==> src/design/i2c_ras_pkg.sv <==
// Package of types, bus status codes and step numbers for the I2C register access sequencer.
package i2c_ras_pkg;

    localparam logic [7:0] BUDGET_RESET = 8'hFF;
    localparam logic [7:0] ST_MASK      = 8'hF8;
    localparam logic [7:0] READ_BIT     = 8'h01;

    localparam logic [1:0] OP_BEGIN_WRITE = 2'd0;
    localparam logic [1:0] OP_BEGIN_READ  = 2'd1;
    localparam logic [1:0] OP_BUS_EVENT   = 2'd2;

    localparam logic [7:0] ST_START        = 8'h08;
    localparam logic [7:0] ST_REP_START    = 8'h10;
    localparam logic [7:0] ST_MT_SLA_ACK   = 8'h18;
    localparam logic [7:0] ST_MT_DATA_ACK  = 8'h28;
    localparam logic [7:0] ST_MR_SLA_ACK   = 8'h40;
    localparam logic [7:0] ST_MR_DATA_NACK = 8'h58;

    typedef enum logic [2:0] {
        STEP_IDLE      = 3'd0,
        STEP_START     = 3'd1,
        STEP_DEV_ADDR  = 3'd2,
        STEP_REG_ADDR  = 3'd3,
        STEP_DATA      = 3'd4,
        STEP_READ_ADDR = 3'd5,
        STEP_NACK      = 3'd6
    } t_step;

    typedef struct packed {
        logic [1:0] operation;
        logic [7:0] device_address;
        logic [7:0] register_address;
        logic [7:0] write_value;
        logic [7:0] bus_status;
        logic [7:0] received_byte;
    } t_in_item;

    typedef struct packed {
        logic       issue_start;
        logic       issue_stop;
        logic       send_byte_valid;
        logic [7:0] byte_to_send;
        logic       clear_ack;
        logic       transaction_done;
        logic [7:0] read_result;
        logic       retries_exhausted;
        logic [7:0] retries_remaining;
    } t_out_item;

endpackage

==> src/design/i2c_ras_if.sv <==
// Channel interfaces for commands and results of the I2C register access sequencer.
interface i2c_ras_in_if;
    logic       valid;
    logic       ready;
    logic [1:0] operation;
    logic [7:0] device_address;
    logic [7:0] register_address;
    logic [7:0] write_value;
    logic [7:0] bus_status;
    logic [7:0] received_byte;

    modport source (
        output valid, operation, device_address, register_address, write_value,
               bus_status, received_byte,
        input  ready
    );
    modport sink (
        input  valid, operation, device_address, register_address, write_value,
               bus_status, received_byte,
        output ready
    );
endinterface

interface i2c_ras_out_if;
    logic       valid;
    logic       ready;
    logic       issue_start;
    logic       issue_stop;
    logic       send_byte_valid;
    logic [7:0] byte_to_send;
    logic       clear_ack;
    logic       transaction_done;
    logic [7:0] read_result;
    logic       retries_exhausted;
    logic [7:0] retries_remaining;

    modport source (
        output valid, issue_start, issue_stop, send_byte_valid, byte_to_send, clear_ack,
               transaction_done, read_result, retries_exhausted, retries_remaining,
        input  ready
    );
    modport sink (
        input  valid, issue_start, issue_stop, send_byte_valid, byte_to_send, clear_ack,
               transaction_done, read_result, retries_exhausted, retries_remaining,
        output ready
    );
endinterface

==> src/design/i2c_ras_in_stage.sv <==
// Input register that captures one command or status beat.
module i2c_ras_in_stage (
    input  logic                  i_clk,
    input  logic                  i_rst_n,
    input  logic                  i_valid,
    input  i2c_ras_pkg::t_in_item i_item,
    input  logic                  i_advance,
    output logic                  o_ready,
    output logic                  o_valid,
    output i2c_ras_pkg::t_in_item o_item
);
    logic                  r_valid;
    i2c_ras_pkg::t_in_item r_item;

    assign o_ready = !r_valid || i_advance;
    assign o_valid = r_valid;
    assign o_item  = r_item;

    always_ff @(posedge i_clk) begin
        if (!i_rst_n) begin
            r_valid <= 1'b0;
        end else if (o_ready) begin
            r_valid <= i_valid;
        end
    end

    always_ff @(posedge i_clk) begin
        if (o_ready && i_valid) begin
            r_item <= i_item;
        end
    end
endmodule

==> src/design/i2c_ras_step.sv <==
// Transaction state and next-step logic that turns one beat into engine commands.
module i2c_ras_step (
    input  logic                   i_clk,
    input  logic                   i_rst_n,
    input  logic                   i_en,
    input  i2c_ras_pkg::t_in_item  i_item,
    input  logic [7:0]             i_budget,
    output i2c_ras_pkg::t_out_item o_result
);
    logic               r_is_write, n_is_write;
    i2c_ras_pkg::t_step r_step, n_step;
    logic               r_data_sent, n_data_sent;
    logic [7:0]         r_retry, n_retry;
    logic [7:0]         r_dev, n_dev;
    logic [7:0]         r_reg, n_reg;
    logic [7:0]         r_wval, n_wval;
    logic [7:0]         r_rx, n_rx;
    logic [7:0]         status;
    i2c_ras_pkg::t_out_item res;

    assign status = i_item.bus_status & i2c_ras_pkg::ST_MASK;

    always_comb begin
        n_is_write  = r_is_write;
        n_step      = r_step;
        n_data_sent = r_data_sent;
        n_retry     = r_retry;
        n_dev       = r_dev;
        n_reg       = r_reg;
        n_wval      = r_wval;
        n_rx        = r_rx;
        res         = '0;
        if (i_item.operation == i2c_ras_pkg::OP_BEGIN_WRITE ||
            i_item.operation == i2c_ras_pkg::OP_BEGIN_READ) begin
            n_is_write = (i_item.operation == i2c_ras_pkg::OP_BEGIN_WRITE);
            n_dev      = i_item.device_address;
            n_reg      = i_item.register_address;
            if (i_item.operation == i2c_ras_pkg::OP_BEGIN_WRITE) begin
                n_wval = i_item.write_value;
            end
            n_step          = i2c_ras_pkg::STEP_START;
            n_retry         = i_budget;
            res.issue_start = 1'b1;
        end else if (i_item.operation == i2c_ras_pkg::OP_BUS_EVENT) begin
            case (status)
                i2c_ras_pkg::ST_START: begin
                    res.send_byte_valid = 1'b1;
                    res.byte_to_send    = r_dev;
                    n_step              = i2c_ras_pkg::STEP_DEV_ADDR;
                end
                i2c_ras_pkg::ST_MT_SLA_ACK: begin
                    res.send_byte_valid = 1'b1;
                    res.byte_to_send    = r_reg;
                    n_step              = i2c_ras_pkg::STEP_REG_ADDR;
                    n_data_sent         = 1'b0;
                end
                i2c_ras_pkg::ST_MT_DATA_ACK: begin
                    if (r_data_sent) begin
                        res.issue_stop       = 1'b1;
                        res.transaction_done = 1'b1;
                    end else begin
                        if (r_is_write) begin
                            res.send_byte_valid = 1'b1;
                            res.byte_to_send    = r_wval;
                            n_data_sent         = 1'b1;
                        end else begin
                            res.issue_start = 1'b1;
                        end
                        n_step = i2c_ras_pkg::STEP_DATA;
                    end
                end
                i2c_ras_pkg::ST_REP_START: begin
                    res.send_byte_valid = 1'b1;
                    res.byte_to_send    = r_dev | i2c_ras_pkg::READ_BIT;
                    n_step              = i2c_ras_pkg::STEP_READ_ADDR;
                end
                i2c_ras_pkg::ST_MR_SLA_ACK: begin
                    res.clear_ack = 1'b1;
                    n_step        = i2c_ras_pkg::STEP_NACK;
                end
                i2c_ras_pkg::ST_MR_DATA_NACK: begin
                    n_rx                 = i_item.received_byte;
                    res.issue_stop       = 1'b1;
                    res.transaction_done = 1'b1;
                end
                default: begin
                    n_retry = r_retry - 8'd1;
                    unique case (r_step)
                        i2c_ras_pkg::STEP_START: res.issue_start = 1'b1;
                        i2c_ras_pkg::STEP_DEV_ADDR: begin
                            res.send_byte_valid = 1'b1;
                            res.byte_to_send    = r_dev;
                        end
                        i2c_ras_pkg::STEP_REG_ADDR: begin
                            res.send_byte_valid = 1'b1;
                            res.byte_to_send    = r_reg;
                        end
                        i2c_ras_pkg::STEP_DATA: begin
                            if (r_is_write) begin
                                res.send_byte_valid = 1'b1;
                                res.byte_to_send    = r_wval;
                            end else begin
                                res.issue_start = 1'b1;
                            end
                        end
                        i2c_ras_pkg::STEP_READ_ADDR: begin
                            res.send_byte_valid = 1'b1;
                            res.byte_to_send    = r_dev | i2c_ras_pkg::READ_BIT;
                        end
                        i2c_ras_pkg::STEP_NACK: res.clear_ack = 1'b1;
                        default: ;
                    endcase
                    if (n_retry == 8'd0) begin
                        res.issue_stop        = 1'b1;
                        res.transaction_done  = 1'b1;
                        res.retries_exhausted = 1'b1;
                    end
                end
            endcase
        end
        res.read_result       = n_rx;
        res.retries_remaining = n_retry;
    end

    assign o_result = res;

    always_ff @(posedge i_clk) begin
        if (!i_rst_n) begin
            r_is_write  <= 1'b0;
            r_step      <= i2c_ras_pkg::STEP_IDLE;
            r_data_sent <= 1'b0;
            r_retry     <= 8'd0;
            r_dev       <= 8'd0;
            r_reg       <= 8'd0;
            r_wval      <= 8'd0;
            r_rx        <= 8'd0;
        end else if (i_en) begin
            r_is_write  <= n_is_write;
            r_step      <= n_step;
            r_data_sent <= n_data_sent;
            r_retry     <= n_retry;
            r_dev       <= n_dev;
            r_reg       <= n_reg;
            r_wval      <= n_wval;
            r_rx        <= n_rx;
        end
    end
endmodule

==> src/design/i2c_ras_out_stage.sv <==
// Result register that holds one result beat until the receiver takes it.
module i2c_ras_out_stage (
    input  logic                   i_clk,
    input  logic                   i_rst_n,
    input  logic                   i_load,
    input  i2c_ras_pkg::t_out_item i_result,
    input  logic                   i_ready,
    output logic                   o_free,
    output logic                   o_valid,
    output i2c_ras_pkg::t_out_item o_result
);
    logic                   r_valid;
    i2c_ras_pkg::t_out_item r_result;

    assign o_free   = !r_valid || i_ready;
    assign o_valid  = r_valid;
    assign o_result = r_result;

    always_ff @(posedge i_clk) begin
        if (!i_rst_n) begin
            r_valid <= 1'b0;
        end else if (o_free) begin
            r_valid <= i_load;
        end
    end

    always_ff @(posedge i_clk) begin
        if (i_load) begin
            r_result <= i_result;
        end
    end
endmodule

==> src/design/i2c_register_access_sequencer.sv <==
// Top level of the I2C register access sequencer.
// The input channel carries begin-write and begin-read commands and status
// beats from a byte-level bus engine; each input beat yields exactly one
// result beat on the output channel with the engine commands (start, stop,
// byte to send, NACK), the done and failure flags, the read byte and the
// retry counter. The retry budget is written through i_cfg_we and
// i_cfg_wdata, only while no beat is in flight, a rule the user must keep
// as the block itself does not enforce it; the budget is loaded on every begin.
// A beat is captured in the input register, processed in a single pass of
// next-step logic and written to the result register once that register is
// free. One beat is accepted per cycle through the two-register pipeline
// while the receiver takes every result beat.
// When the receiver stalls, the result register holds its beat, the input
// register holds the next one, and input ready falls once both are full.
// Synchronous reset empties both registers, clears the transaction state
// and sets the retry budget to 255.
module i2c_register_access_sequencer (
    input  logic       i_clk,
    input  logic       i_rst_n,
    input  logic       i_cfg_we,
    input  logic [7:0] i_cfg_wdata,
    i2c_ras_in_if.sink    i_in,
    i2c_ras_out_if.source o_out
);
    logic [7:0]             r_retry_budget;
    logic                   in_valid;
    logic                   out_free;
    logic                   advance;
    logic                   out_valid;
    i2c_ras_pkg::t_in_item  in_item;
    i2c_ras_pkg::t_in_item  stage_item;
    i2c_ras_pkg::t_out_item step_result;
    i2c_ras_pkg::t_out_item out_result;

    always_ff @(posedge i_clk) begin
        if (!i_rst_n) begin
            r_retry_budget <= i2c_ras_pkg::BUDGET_RESET;
        end else if (i_cfg_we) begin
            r_retry_budget <= i_cfg_wdata;
        end
    end

    assign in_item.operation        = i_in.operation;
    assign in_item.device_address   = i_in.device_address;
    assign in_item.register_address = i_in.register_address;
    assign in_item.write_value      = i_in.write_value;
    assign in_item.bus_status       = i_in.bus_status;
    assign in_item.received_byte    = i_in.received_byte;

    assign advance = in_valid && out_free;

    i2c_ras_in_stage u_in_stage (
        .i_clk     (i_clk),
        .i_rst_n   (i_rst_n),
        .i_valid   (i_in.valid),
        .i_item    (in_item),
        .i_advance (advance),
        .o_ready   (i_in.ready),
        .o_valid   (in_valid),
        .o_item    (stage_item)
    );

    i2c_ras_step u_step (
        .i_clk    (i_clk),
        .i_rst_n  (i_rst_n),
        .i_en     (advance),
        .i_item   (stage_item),
        .i_budget (r_retry_budget),
        .o_result (step_result)
    );

    i2c_ras_out_stage u_out_stage (
        .i_clk    (i_clk),
        .i_rst_n  (i_rst_n),
        .i_load   (advance),
        .i_result (step_result),
        .i_ready  (o_out.ready),
        .o_free   (out_free),
        .o_valid  (out_valid),
        .o_result (out_result)
    );

    assign o_out.valid             = out_valid;
    assign o_out.issue_start       = out_result.issue_start;
    assign o_out.issue_stop        = out_result.issue_stop;
    assign o_out.send_byte_valid   = out_result.send_byte_valid;
    assign o_out.byte_to_send      = out_result.byte_to_send;
    assign o_out.clear_ack         = out_result.clear_ack;
    assign o_out.transaction_done  = out_result.transaction_done;
    assign o_out.read_result       = out_result.read_result;
    assign o_out.retries_exhausted = out_result.retries_exhausted;
    assign o_out.retries_remaining = out_result.retries_remaining;
endmodule

==> src/flat_wrapper.sv <==
// flat-port wrapper written by rule: the top's interface ports become plain ports
module i2c_register_access_sequencer_flat 
  (i_clk, i_rst_n, i_cfg_we, i_cfg_wdata, i_in_valid, i_in_operation, i_in_device_address, i_in_register_address, i_in_write_value, i_in_bus_status, i_in_received_byte, i_in_ready, o_out_valid, o_out_issue_start, o_out_issue_stop, o_out_send_byte_valid, o_out_byte_to_send, o_out_clear_ack, o_out_transaction_done, o_out_read_result, o_out_retries_exhausted, o_out_retries_remaining, o_out_ready);
  i2c_ras_in_if i_in_i ();
  i2c_ras_out_if o_out_i ();
  input  logic i_clk;
  input  logic i_rst_n;
  input  logic i_cfg_we;
  input  logic [7:0] i_cfg_wdata;
  input wire logic [$bits(i_in_i.valid)-1:0] i_in_valid;
  input wire logic [$bits(i_in_i.operation)-1:0] i_in_operation;
  input wire logic [$bits(i_in_i.device_address)-1:0] i_in_device_address;
  input wire logic [$bits(i_in_i.register_address)-1:0] i_in_register_address;
  input wire logic [$bits(i_in_i.write_value)-1:0] i_in_write_value;
  input wire logic [$bits(i_in_i.bus_status)-1:0] i_in_bus_status;
  input wire logic [$bits(i_in_i.received_byte)-1:0] i_in_received_byte;
  output wire logic [$bits(i_in_i.ready)-1:0] i_in_ready;
  output wire logic [$bits(o_out_i.valid)-1:0] o_out_valid;
  output wire logic [$bits(o_out_i.issue_start)-1:0] o_out_issue_start;
  output wire logic [$bits(o_out_i.issue_stop)-1:0] o_out_issue_stop;
  output wire logic [$bits(o_out_i.send_byte_valid)-1:0] o_out_send_byte_valid;
  output wire logic [$bits(o_out_i.byte_to_send)-1:0] o_out_byte_to_send;
  output wire logic [$bits(o_out_i.clear_ack)-1:0] o_out_clear_ack;
  output wire logic [$bits(o_out_i.transaction_done)-1:0] o_out_transaction_done;
  output wire logic [$bits(o_out_i.read_result)-1:0] o_out_read_result;
  output wire logic [$bits(o_out_i.retries_exhausted)-1:0] o_out_retries_exhausted;
  output wire logic [$bits(o_out_i.retries_remaining)-1:0] o_out_retries_remaining;
  input wire logic [$bits(o_out_i.ready)-1:0] o_out_ready;
  assign i_in_i.valid = i_in_valid;
  assign i_in_i.operation = i_in_operation;
  assign i_in_i.device_address = i_in_device_address;
  assign i_in_i.register_address = i_in_register_address;
  assign i_in_i.write_value = i_in_write_value;
  assign i_in_i.bus_status = i_in_bus_status;
  assign i_in_i.received_byte = i_in_received_byte;
  assign i_in_ready = i_in_i.ready;
  assign o_out_valid = o_out_i.valid;
  assign o_out_issue_start = o_out_i.issue_start;
  assign o_out_issue_stop = o_out_i.issue_stop;
  assign o_out_send_byte_valid = o_out_i.send_byte_valid;
  assign o_out_byte_to_send = o_out_i.byte_to_send;
  assign o_out_clear_ack = o_out_i.clear_ack;
  assign o_out_transaction_done = o_out_i.transaction_done;
  assign o_out_read_result = o_out_i.read_result;
  assign o_out_retries_exhausted = o_out_i.retries_exhausted;
  assign o_out_retries_remaining = o_out_i.retries_remaining;
  assign o_out_i.ready = o_out_ready;
  i2c_register_access_sequencer u_core (.i_clk(i_clk), .i_rst_n(i_rst_n), .i_cfg_we(i_cfg_we), .i_cfg_wdata(i_cfg_wdata), .i_in(i_in_i), .o_out(o_out_i));
endmodule
==> config.mk <==
export PLATFORM = sky130hd
export DESIGN_NAME = i2c_register_access_sequencer_flat
export DESIGN_NICKNAME = d
export VERILOG_FILES = /design/src/design/i2c_ras_pkg.sv /design/src/design/i2c_ras_if.sv /design/src/design/i2c_ras_in_stage.sv /design/src/design/i2c_ras_step.sv /design/src/design/i2c_ras_out_stage.sv /design/src/design/i2c_register_access_sequencer.sv /design/src/flat_wrapper.sv
export SDC_FILE = /design/constraint.sdc
export NUM_CORES = 1
export LEC_CHECK = 0
export BUFFER_PORTS_ARGS = -buffer_cell sky130_fd_sc_hd__buf_2
export CELL_PAD_IN_SITES_DETAIL_PLACEMENT = 1
export CELL_PAD_IN_SITES_GLOBAL_PLACEMENT = 2
export CORE_UTILIZATION = 33
export CTS_BUF_LIST = sky130_fd_sc_hd__clkbuf_16
export DETAILED_ROUTE_END_ITERATION = 8
export HOLD_SLACK_MARGIN = 0.05
export PLACE_DENSITY_LB_ADDON = 0.1
export SYNTH_ARGS = -nofsm -noshare
export SYNTH_HDL_FRONTEND = slang
export SYNTH_SLANG_ARGS = --single-unit
==> constraint.sdc <==
create_clock -name i_clk -period 2.4 [get_ports i_clk]
set_clock_uncertainty 0.1 [all_clocks]
set_input_delay 0.48 -clock i_clk [delete_from_list [all_inputs] [get_ports i_clk]]
set_output_delay 0.48 -clock i_clk [all_outputs]
set_load 0.03 [all_outputs]
==> results_dict.tcl, run 1 <==
set metrics [dict create \
    synthCells 501 \
    start_util_pct 34.0 \
    gr-total-overflow 0 \
    place.gp.congestion 0.850 \
    path_common_cell "buf_4" \
    die_h_um 130 \
    clkPwrFrac_pct 44.4 \
    routed_wirelength_um 14500 \
    avgSynthCellArea_um2 10.8 \
    cts_tree "done" \
    first_global_vias 4354 \
    max_freq_mhz 448 \
    drc 0 \
    crit_type "flop to flop" \
    grt_usage_pct 18.4 \
    p_leak_nw 2.53 \
    ctsLongestPathBuffers 2 \
    tns_ns 0 \
    path_clk_slew_ns 0.05 \
    synth_nets 559 \
    min_path_type "input port to flop" \
    intPower_mw 3.89 \
    avgRoutedWirePerCell_um 17.3 \
    finalHoldWorstSlack_ns 0.138 \
    slew_headroom_pct 34.2 \
    die_w_um 130 \
    clk_latency_ns 0.42 \
    drive_gt1_share_pct 27.2 \
    die-area_mm2 0.0169 \
    cp_cell_sequence "nor4b_4, buf_4, nor2_1, a21oi_2, a2bb2oi_1, buf_4, o211ai_1" \
    ctsHoldBuffers 0 \
    grt_pass1_wl_um 22900 \
    cellPowerDensity_mw_per_mm2 759 \
    min_period_ns 2.23 \
    core_mm2 0.0159 \
    cp_max_fo 10 \
    crit_arrival_ns 2.28 \
    p_sw_share_pct 24.4 \
    port_buffers 83 \
    vias 4201 \
    slowest_delay_ns 0.55 \
    yosysSeqAreaShare_pct 58.0 \
    postRouteAntennaNets 0 \
    slew_violations 0 \
    setup_slack_ns 0.169 \
    rsz0062_at_grt "false" \
    n_antenna_cell 0 \
    r2r_start "u_core.u_in_stage.o_item[12]$_DFFE_PP_" \
    tightest_slew_ns 0.987 \
    comb_power_share_pct 9.1 \
    ys_seq_elements 123 \
    synth_flop_cell "edfxtp_1" \
    grt_start_max_net_pins 40 \
    antenna_found_initial 0 \
    first_pass_iters 4 \
    hold_viol 0 \
    cts_made_buffers 17 \
    synth_cell_types 68 \
    post-dp-hpwl_um 10500 \
    num_rows 46 \
    r2r_slack_ns 0.17 \
    pre_cts_slack_ns 0.00883 \
    largest_reg_flops 39 \
    clock_tree.root_cell "clkbuf_16" \
    yosys_warnings 0 \
    worst_path_max_delay_cell "edfxtp_1" \
    start_kind "flop" \
    end_kind "flop" \
    timing.rr.end "u_core.u_out_stage.o_result[22]$_SDFFCE_PP0P_" \
    min_period_over_period_pct 93.0 \
    via_per_inst 5.00 \
    p_switching_mw 1.25 \
    netlist_area_mm2 0.00542 \
    clock_sinks 123 \
    ir_worst_vdd_v 0.000487 \
    synth-edff-count 68 \
    min_to "u_core.u_in_stage.o_item[30]$_DFFE_PP_" \
    syn2layout_area_growth_pct 25.2 \
    status "completed" \
    cts_max_level 4 \
    reg2reg_depth 7 \
    ios 87 \
    seqPwrFrac_pct 46.5 \
    drtIter0Drc 270 \
    worst_ep_required_time_ns 2.44 \
    holdPathStages 1 \
    setup_violations 0 \
    fin_nets 670 \
    drv_cap 0 \
    hp-start "i_in_register_address[6]" \
    async_flop_share_pct 0 \
]
-- synthesized netlist by cell type, types with 3 or more instances --
cell type	number	area share, %
nand2_1	85	5.9
edfxtp_1	68	38
dfxtp_1	55	20
a21boi_0	33	4.6
o21ai_0	27	2.5
a21oi_1	23	2.1
nor2_1	22	1.5
clkbuf_1	19	1.3
inv_1	14	0.97
nand3_1	10	0.92
mux2_2	9	1.9
mux2i_1	9	1.7
nor2b_1	8	0.92
a31oi_1	7	0.81
nor3_1	7	0.65
xor2_1	7	1.1
o211ai_1	6	0.83
buf_2	5	0.46
nand2b_1	4	0.46
o221a_2	4	0.83
a211o_1	3	0.48
a22oi_1	3	0.42
a41oi_1	3	0.48
ha_1	3	0.69
nand3b_1	3	0.42
nand4_1	3	0.35
nor3b_1	3	0.42
o21a_1	3	0.42
o22ai_1	3	0.35
or3_1	3	0.35
-- worst max path at each step --
stage | from | cells past startpoint | slack [ns] | to
floorplan | u_core.u_out_stage.o_valid$_SDFFE_PN0P_ | 3 | 0.05 | u_core.u_in_stage.o_item[0]$_DFFE_PP_
global placement | u_core.u_in_stage.o_item[12]$_DFFE_PP_ | 6 | 0.04 | u_core.u_out_stage.o_result[26]$_SDFFCE_PP0P_
finish | u_core.u_in_stage.o_item[12]$_DFFE_PP_ | 7 | 0.17 | u_core.u_out_stage.o_result[22]$_SDFFCE_PP0P_
detailed placement | u_core.u_in_stage.o_item[12]$_DFFE_PP_ | 6 | 0.009 | u_core.u_out_stage.o_result[22]$_SDFFCE_PP0P_
CTS | u_core.u_in_stage.o_item[12]$_DFFE_PP_ | 6 | 0.01 | u_core.u_step.r_rx[0]$_SDFFE_PN0P_
global route | u_core.u_in_stage.o_item[12]$_DFFE_PP_ | 7 | 0.03 | u_core.u_out_stage.o_result[22]$_SDFFCE_PP0P_
-- layer usage --
| layer | track usage, % | share of wire (%) | vias up | wire [um] |
|---|---|---|---|---|
| li1 | - | - | 2056 | - |
| met1 | 22.0 | 45 | 2039 | 6550 |
| met2 | 31.2 | 49 | 85 | 7160 |
| met3 | 4.88 | 3.7 | 21 | 533 |
| met4 | 7.52 | 1.8 | 0 | 257 |
| met5 | 0 | 0 | - | 0 |
-- worst max-delay path: cells and delay by family (launching register included) --
family / cells / cell delay, ns
buffers and inverters: 2 / 0.34
AOI/OAI and AO/OA: 3 / 0.59
and+or+nand+nor: 2 / 0.38
DFF: 1 / 0.55
-- final cells by class --
cell class | count | area (um2)
clock inverter | 14 | 93.8
inverter | 15 | 56.3
clock buffer | 17 | 425
sequential | 123 | 3140
fill | 1787 | 9160
tap | 216 | 270
multi-input combinational | 334 | 2100
timing repair buffer | 121 | 701
-- cell families after synthesis --
logic type      Yosys count  share of synthesized area (%)
compound gates          138                           17.7
simple gates            166                           15.0
xor+xnor                  9                           1.45
buf+inv                  44                           3.60
flops                   123                           58.0
mux                      18                           3.53
fa+ha+maj                 3                          0.692
-- power groups by stage --
stage	registers (mW)	logic [mW]	clock network, mW
floorplan	2.46	0.256	0
global placement	2.44	0.464	0
detailed placement	2.44	0.473	0
CTS	2.40	0.476	2.35
global route	2.41	0.520	2.44
finish	2.40	0.470	2.28
-- stage by stage --
step / power [mW] / utilization [%] / instance area, um2 / std cells
finish: 5.15 / 42.6 / 6790 / 840
global route: 5.36 / 42.6 / 6790 / 840
CTS: 5.22 / 42.5 / 6770 / 839
detailed placement: 2.91 / 39.2 / 6250 / 808
global placement: 2.90 / 39.2 / 6250 / 808
floorplan: 2.71 / - / 5420 / 501
-- timing repair --
action,CTS,global route
setup buffers,0,1
pin swaps,0,1
gates resized for setup,1,1
setup endpoints to repair,2,13
-- cells in the final DEF, fill, tap and decap left out, types with 4 or more instances in the layout --
cell	synthesis	final
nand2_1	85	85
buf_2	5	83
edfxtp_1	68	68
dfxtp_1	55	55
buf_4	2	38
a21boi_0	33	33
o21ai_0	27	27
nor2_1	22	22
a21oi_1	23	22
inv_1	14	18
clkbuf_16	0	17
nand3_1	10	10
mux2_2	9	9
mux2i_1	9	9
nor2b_1	8	8
a31oi_1	7	7
xor2_1	7	7
nor3_1	7	7
o211ai_1	6	6
clkinv_1	1	5
nand2b_1	4	4
o221a_2	4	4
No activity file was read; power rests on OpenSTA's default activity.
==> inputs of run 2 (changes only) <==
--- a/config.mk
+++ b/config.mk
@@ -10,7 +10,9 @@
 export CELL_PAD_IN_SITES_GLOBAL_PLACEMENT = 2
 export CORE_UTILIZATION = 33
 export CTS_BUF_LIST = sky130_fd_sc_hd__clkbuf_16
+export CTS_CLUSTER_DIAMETER = 30
 export DETAILED_ROUTE_END_ITERATION = 8
+export GPL_TIMING_DRIVEN = 0
 export HOLD_SLACK_MARGIN = 0.05
 export PLACE_DENSITY_LB_ADDON = 0.1
 export SYNTH_ARGS = -nofsm -noshare
==> results_dict.tcl, run 2 (synthesis results as in run 1) <==
set metrics [dict create \
    n_antenna_cell 0 \
    tightest_slew_ns 0.677 \
    path_clk_slew_ns 0.06 \
    ir_worst_vdd_v 0.000486 \
    clock_tree.root_cell "clkbuf_16" \
    postRouteAntennaNets 0 \
    core_mm2 0.0159 \
    drv_cap 0 \
    dp.cells 800 \
    via_per_inst 5.06 \
    reg2reg_depth 6 \
    die_w_um 130 \
    max_freq_mhz 441 \
    critPathTopFamily "simple AND/OR/NAND/NOR gates" \
    slew_violations 0 \
    p_leak_nw 2.43 \
    cts_made_buffers 17 \
    vias 4208 \
    crit_type "flop to flop" \
    num_rows 46 \
    worst_path_max_delay_cell "or4b_4" \
    mostFrequentLayoutCells "87 x buf_2, 85 x nand2_1, 68 x edfxtp_1, 55 x dfxtp_1, 33 x a21boi_0" \
    first_global_vias 4419 \
    die_h_um 130 \
    cp_cell_sequence "buf_2, nor2b_1, buf_2, nand3_1, or4b_4, o31ai_2" \
    start_util_pct 34.0 \
    layout.cells.most_common "buf_2" \
    cp.depth 6 \
    die-area_mm2 0.0169 \
    worstPathBufferInverterCount 2 \
    post-dp-hpwl_um 10500 \
    ios 87 \
    pre_cts_slack_ns -0.262 \
    gr-total-overflow 0 \
    hold_viol 0 \
    holdPathStages 1 \
    setup_violations 0 \
    min_period_ns 2.27 \
    antenna_found_initial 0 \
    port_buffers 82 \
    rsz0062_at_grt "false" \
    setup_slack_ns 0.133 \
    fin_nets 661 \
    clock_sinks 123 \
    drive_gt1_share_pct 25.9 \
    clk_latency_ns 0.42 \
    fill_cells 1814 \
    status "completed" \
    first_pass_iters 4 \
    grt_pass1_wl_um 23700 \
    cts_max_level 4 \
    cellPowerDensity_mw_per_mm2 773 \
    drtIter0Drc 266 \
    syn2layout_area_growth_pct 24.3 \
    start_kind "flop" \
    min_period_over_period_pct 94.5 \
    ctsLongestPathBuffers 2 \
    avgRoutedWirePerCell_um 18.0 \
    end_kind "flop" \
    cp_max_fo 8 \
    slowest_delay_ns 0.57 \
    crit_arrival_ns 2.50 \
    instances_no_fill 831 \
    place.gp.congestion 0.869 \
    routed_wirelength_um 14900 \
    postCtsSetupBuffers 0 \
    drc 0 \
    cts_tree "done" \
    worst_ep_required_time_ns 2.63 \
    path_common_cell "buf_2" \
    slew_headroom_pct 54.9 \
    largest_reg_flops 39 \
    grt_start_max_net_pins 38 \
    grt_usage_pct 19.1 \
    min_path_type "input port to flop" \
]
run 2: area by class of cell:
cell class	instances	area [um2]	share of cell area, %
flip-flops and latches	123	3140	46.6
multi-input cells	334	2160	32.1
repair buffers	83	430	6.39
clock buffers	17	425	6.31
well taps	216	270	4.01
plain buffers	29	141	2.10
clock inverters	14	106	1.58
inverters	15	58.8	0.872
run 2: worst reg2reg max path, delay by kind of cell (launching register included):
family | cells | cell delay (ns)
simple gates | 3 | 1.02
compound gates | 1 | 0.24
buf+inv | 2 | 0.49
flops | 1 | 0.33
run 2: metal layers:
layer | up-vias | part of all wire (%) | GRT usage (%)
met1 | 2062 | 46 | 24.0
met4 | 0 | 2.1 | 8.76
li1 | 2043 | - | -
met2 | 80 | 48 | 31.5
met5 | - | 0 | 0
met3 | 23 | 3.7 | 4.02
run 2: worst paths after layout:
path,start,endpoint,slack [ns]
worst max-delay path,u_core.u_in_stage.o_item[41]$_DFFE_PP_,u_core.u_step.r_step[2]$_SDFFE_PN0P_,0.13
worst min-delay path,i_in_register_address[5],u_core.u_in_stage.o_item[29]$_DFFE_PP_,0.13
worst max register to register,u_core.u_in_stage.o_item[41]$_DFFE_PP_,u_core.u_step.r_step[2]$_SDFFE_PN0P_,0.13
worst min register to register,u_core.u_step.r_reg[5]$_SDFFE_PN0P_,u_core.u_step.r_reg[5]$_SDFFE_PN0P_,0.36
run 2: power by group:
group	internal (mW)	switching, mW	leakage (nW)	total [mW]
sequential	2.33	0.0544	1.11	2.38
clock	1.40	0.958	0.253	2.35
combinational	0.168	0.307	1.07	0.475
run 2: what timing repair did:
action,in CTS,in global routing
gates resized for setup,10,14
cloned,0,0
endpoints found under the setup margin,16,29
hold buffers,0,0
run 2: through the flow:
stage / power (mW) / util, % / cell area, um2 / TNS, ns / hold WS (ns)
final: 5.21 / 42.3 / 6740 / 0 / 0.126
after global routing: 5.41 / 42.3 / 6740 / 0 / 0.113
after CTS: 5.27 / 42.0 / 6700 / 0 / 0.112
after detailed placement: 2.89 / 38.4 / 6120 / -4.27 / 0.358
after global placement: 2.88 / 38.3 / 6100 / -36.29 / 0.347
after floorplan: 2.71 / - / 5420 / 0 / 0.340
==> inputs of run 3 (changes only) <==
--- a/config.mk
+++ b/config.mk
@@ -8,7 +8,7 @@
 export BUFFER_PORTS_ARGS = -buffer_cell sky130_fd_sc_hd__buf_2
 export CELL_PAD_IN_SITES_DETAIL_PLACEMENT = 1
 export CELL_PAD_IN_SITES_GLOBAL_PLACEMENT = 2
-export CORE_UTILIZATION = 33
+export CORE_UTILIZATION = 35
 export CTS_BUF_LIST = sky130_fd_sc_hd__clkbuf_16
 export CTS_CLUSTER_DIAMETER = 30
 export DETAILED_ROUTE_END_ITERATION = 8
==> constraint.sdc (replaced) <==
create_clock -name i_clk -period 2.6 [get_ports i_clk]
set_clock_uncertainty 0.1 [all_clocks]
set_input_delay 0.52 -clock i_clk [delete_from_list [all_inputs] [get_ports i_clk]]
set_output_delay 0.52 -clock i_clk [all_outputs]
set_load 0.03 [all_outputs]
==> results_dict.tcl, run 3 (synthesis results as in run 1) <==
set metrics [dict create \
    min_period_ns 2.47 \
    slew_violations 0 \
    hold_viol 0 \
    pre_cts_slack_ns -0.0657 \
    die_w_um 126 \
    grt_start_max_net_pins 38 \
    r2r_slack_ns 0.13 \
    min_path_type "input port to flop" \
    instances_no_fill 804 \
    finalHoldWorstSlack_ns 0.169 \
    clock_tree.root_cell "clkbuf_16" \
    cts_made_buffers 17 \
    crit_type "flop to flop" \
    path_clk_slew_ns 0.06 \
    rsz0062_at_grt "false" \
    clk_latency_ns 0.42 \
    drv_cap 0 \
    start_util_pct 35.8 \
    first_pass_iters 4 \
    largest_reg_flops 39 \
    drtIter0Drc 273 \
    port_buffers 82 \
    regArea_mm2 0.00314 \
    fin_area_mm2 0.00676 \
    gr-total-overflow 0 \
    mostFrequentLayoutCells "87 x buf_2, 85 x nand2_1, 68 x edfxtp_1, 55 x dfxtp_1, 33 x a21boi_0" \
    tns_ns 0 \
    cp_max_fo 5 \
    drive_gt1_share_pct 24.8 \
    multi_input_area_mm2 0.00210 \
    cts_max_level 4 \
    syn2layout_area_growth_pct 24.7 \
    fin_nets 661 \
    post-route-util_pct 44.6 \
    setup_violations 0 \
    worst_ep_required_time_ns 2.66 \
    slew_headroom_pct 35.4 \
    status "completed" \
    power_mw 5.22 \
    drc 0 \
    end_kind "flop" \
    setup_slack_ns 0.130 \
    postCtsSetupBuffers 0 \
    dp.cells 772 \
    vias 4181 \
    grt_usage_pct 19.5 \
    cellPowerDensity_mw_per_mm2 772 \
    core_mm2 0.0151 \
    p_leak_nw 2.47 \
    min_period_over_period_pct 95.0 \
    ios 87 \
    first_global_vias 4221 \
    crit_arrival_ns 2.53 \
    tightest_slew_ns 0.958 \
    avgRoutedWirePerCell_um 18.4 \
    postRouteAntennaNets 0 \
    layout.cells.most_common "buf_2" \
    ir_worst_vdd_v 0.000461 \
    ctsLongestPathBuffers 2 \
    place.gp.congestion 0.874 \
    fill_cells 1652 \
    antenna_found_initial 0 \
    cts_tree "done" \
    start_kind "flop" \
    max_freq_mhz 405 \
    postPlaceCellArea_mm2 0.00610 \
    clock_sinks 123 \
    n_antenna_cell 0 \
    die-area_mm2 0.0160 \
    num_rows 45 \
    post-dp-hpwl_um 10300 \
    routed_wirelength_um 14800 \
    via_per_inst 5.20 \
    grt_pass1_wl_um 23200 \
    die_h_um 126 \
]
[run 3: path summary, 6_finish.rpt]
check / start / end / depth (start not counted)
worst min-delay path: i_in_device_address[5] / u_core.u_in_stage.o_item[37]$_DFFE_PP_ / 1
worst max-delay path: u_core.u_in_stage.o_item[11]$_DFFE_PP_ / u_core.u_out_stage.o_result[29]$_SDFFCE_PP1P_ / 5
worst max register to register: u_core.u_in_stage.o_item[11]$_DFFE_PP_ / u_core.u_out_stage.o_result[29]$_SDFFCE_PP1P_ / 5
worst min register to register: u_core.u_step.r_reg[2]$_SDFFE_PN0P_ / u_core.u_step.r_reg[2]$_SDFFE_PN0P_ / 2
[run 3: layout make-up]
type | instances | share of cell area [%]
sequential | 123 | 46.5
multi-input combinational | 334 | 31.1
timing repair buffer | 83 | 6.48
clock buffer | 17 | 6.29
tap | 188 | 3.48
clock inverter | 15 | 3.26
buffer | 29 | 2.05
inverter | 15 | 0.851
[run 3: what timing repair did]
| item | CTS | global route |
|---|---|---|
| gates resized for setup | 0 | 4 |
| hold buffers | 0 | 0 |
| setup endpoints to repair | 0 | 13 |
[run 3: critical path, stage by stage (launching register included)]
cell,delay [ns]
edfxtp_1,0.47
and3b_1,0.27
or2_2,0.31
o21ai_1,0.44
a21oi_1,0.17
o311ai_0,0.46
[run 3: layer usage]
layer | routed length (um) | global-route usage (%) | vias up | part of all wire [%]
met2 | 7340 | 32.8 | 93 | 50
li1 | - | - | 2043 | -
met4 | 117 | 6.38 | 0 | 0.79
met5 | 0 | 0 | - | 0
met3 | 627 | 5.02 | 11 | 4.2
met1 | 6720 | 24.5 | 2034 | 45
[run 3: where the power goes]
group	switching [mW]	internal, mW	total [mW]
sequential	0.0498	2.15	2.20
combinational	0.277	0.153	0.430
clock	0.891	1.70	2.59
total	1.22	4.00	5.22
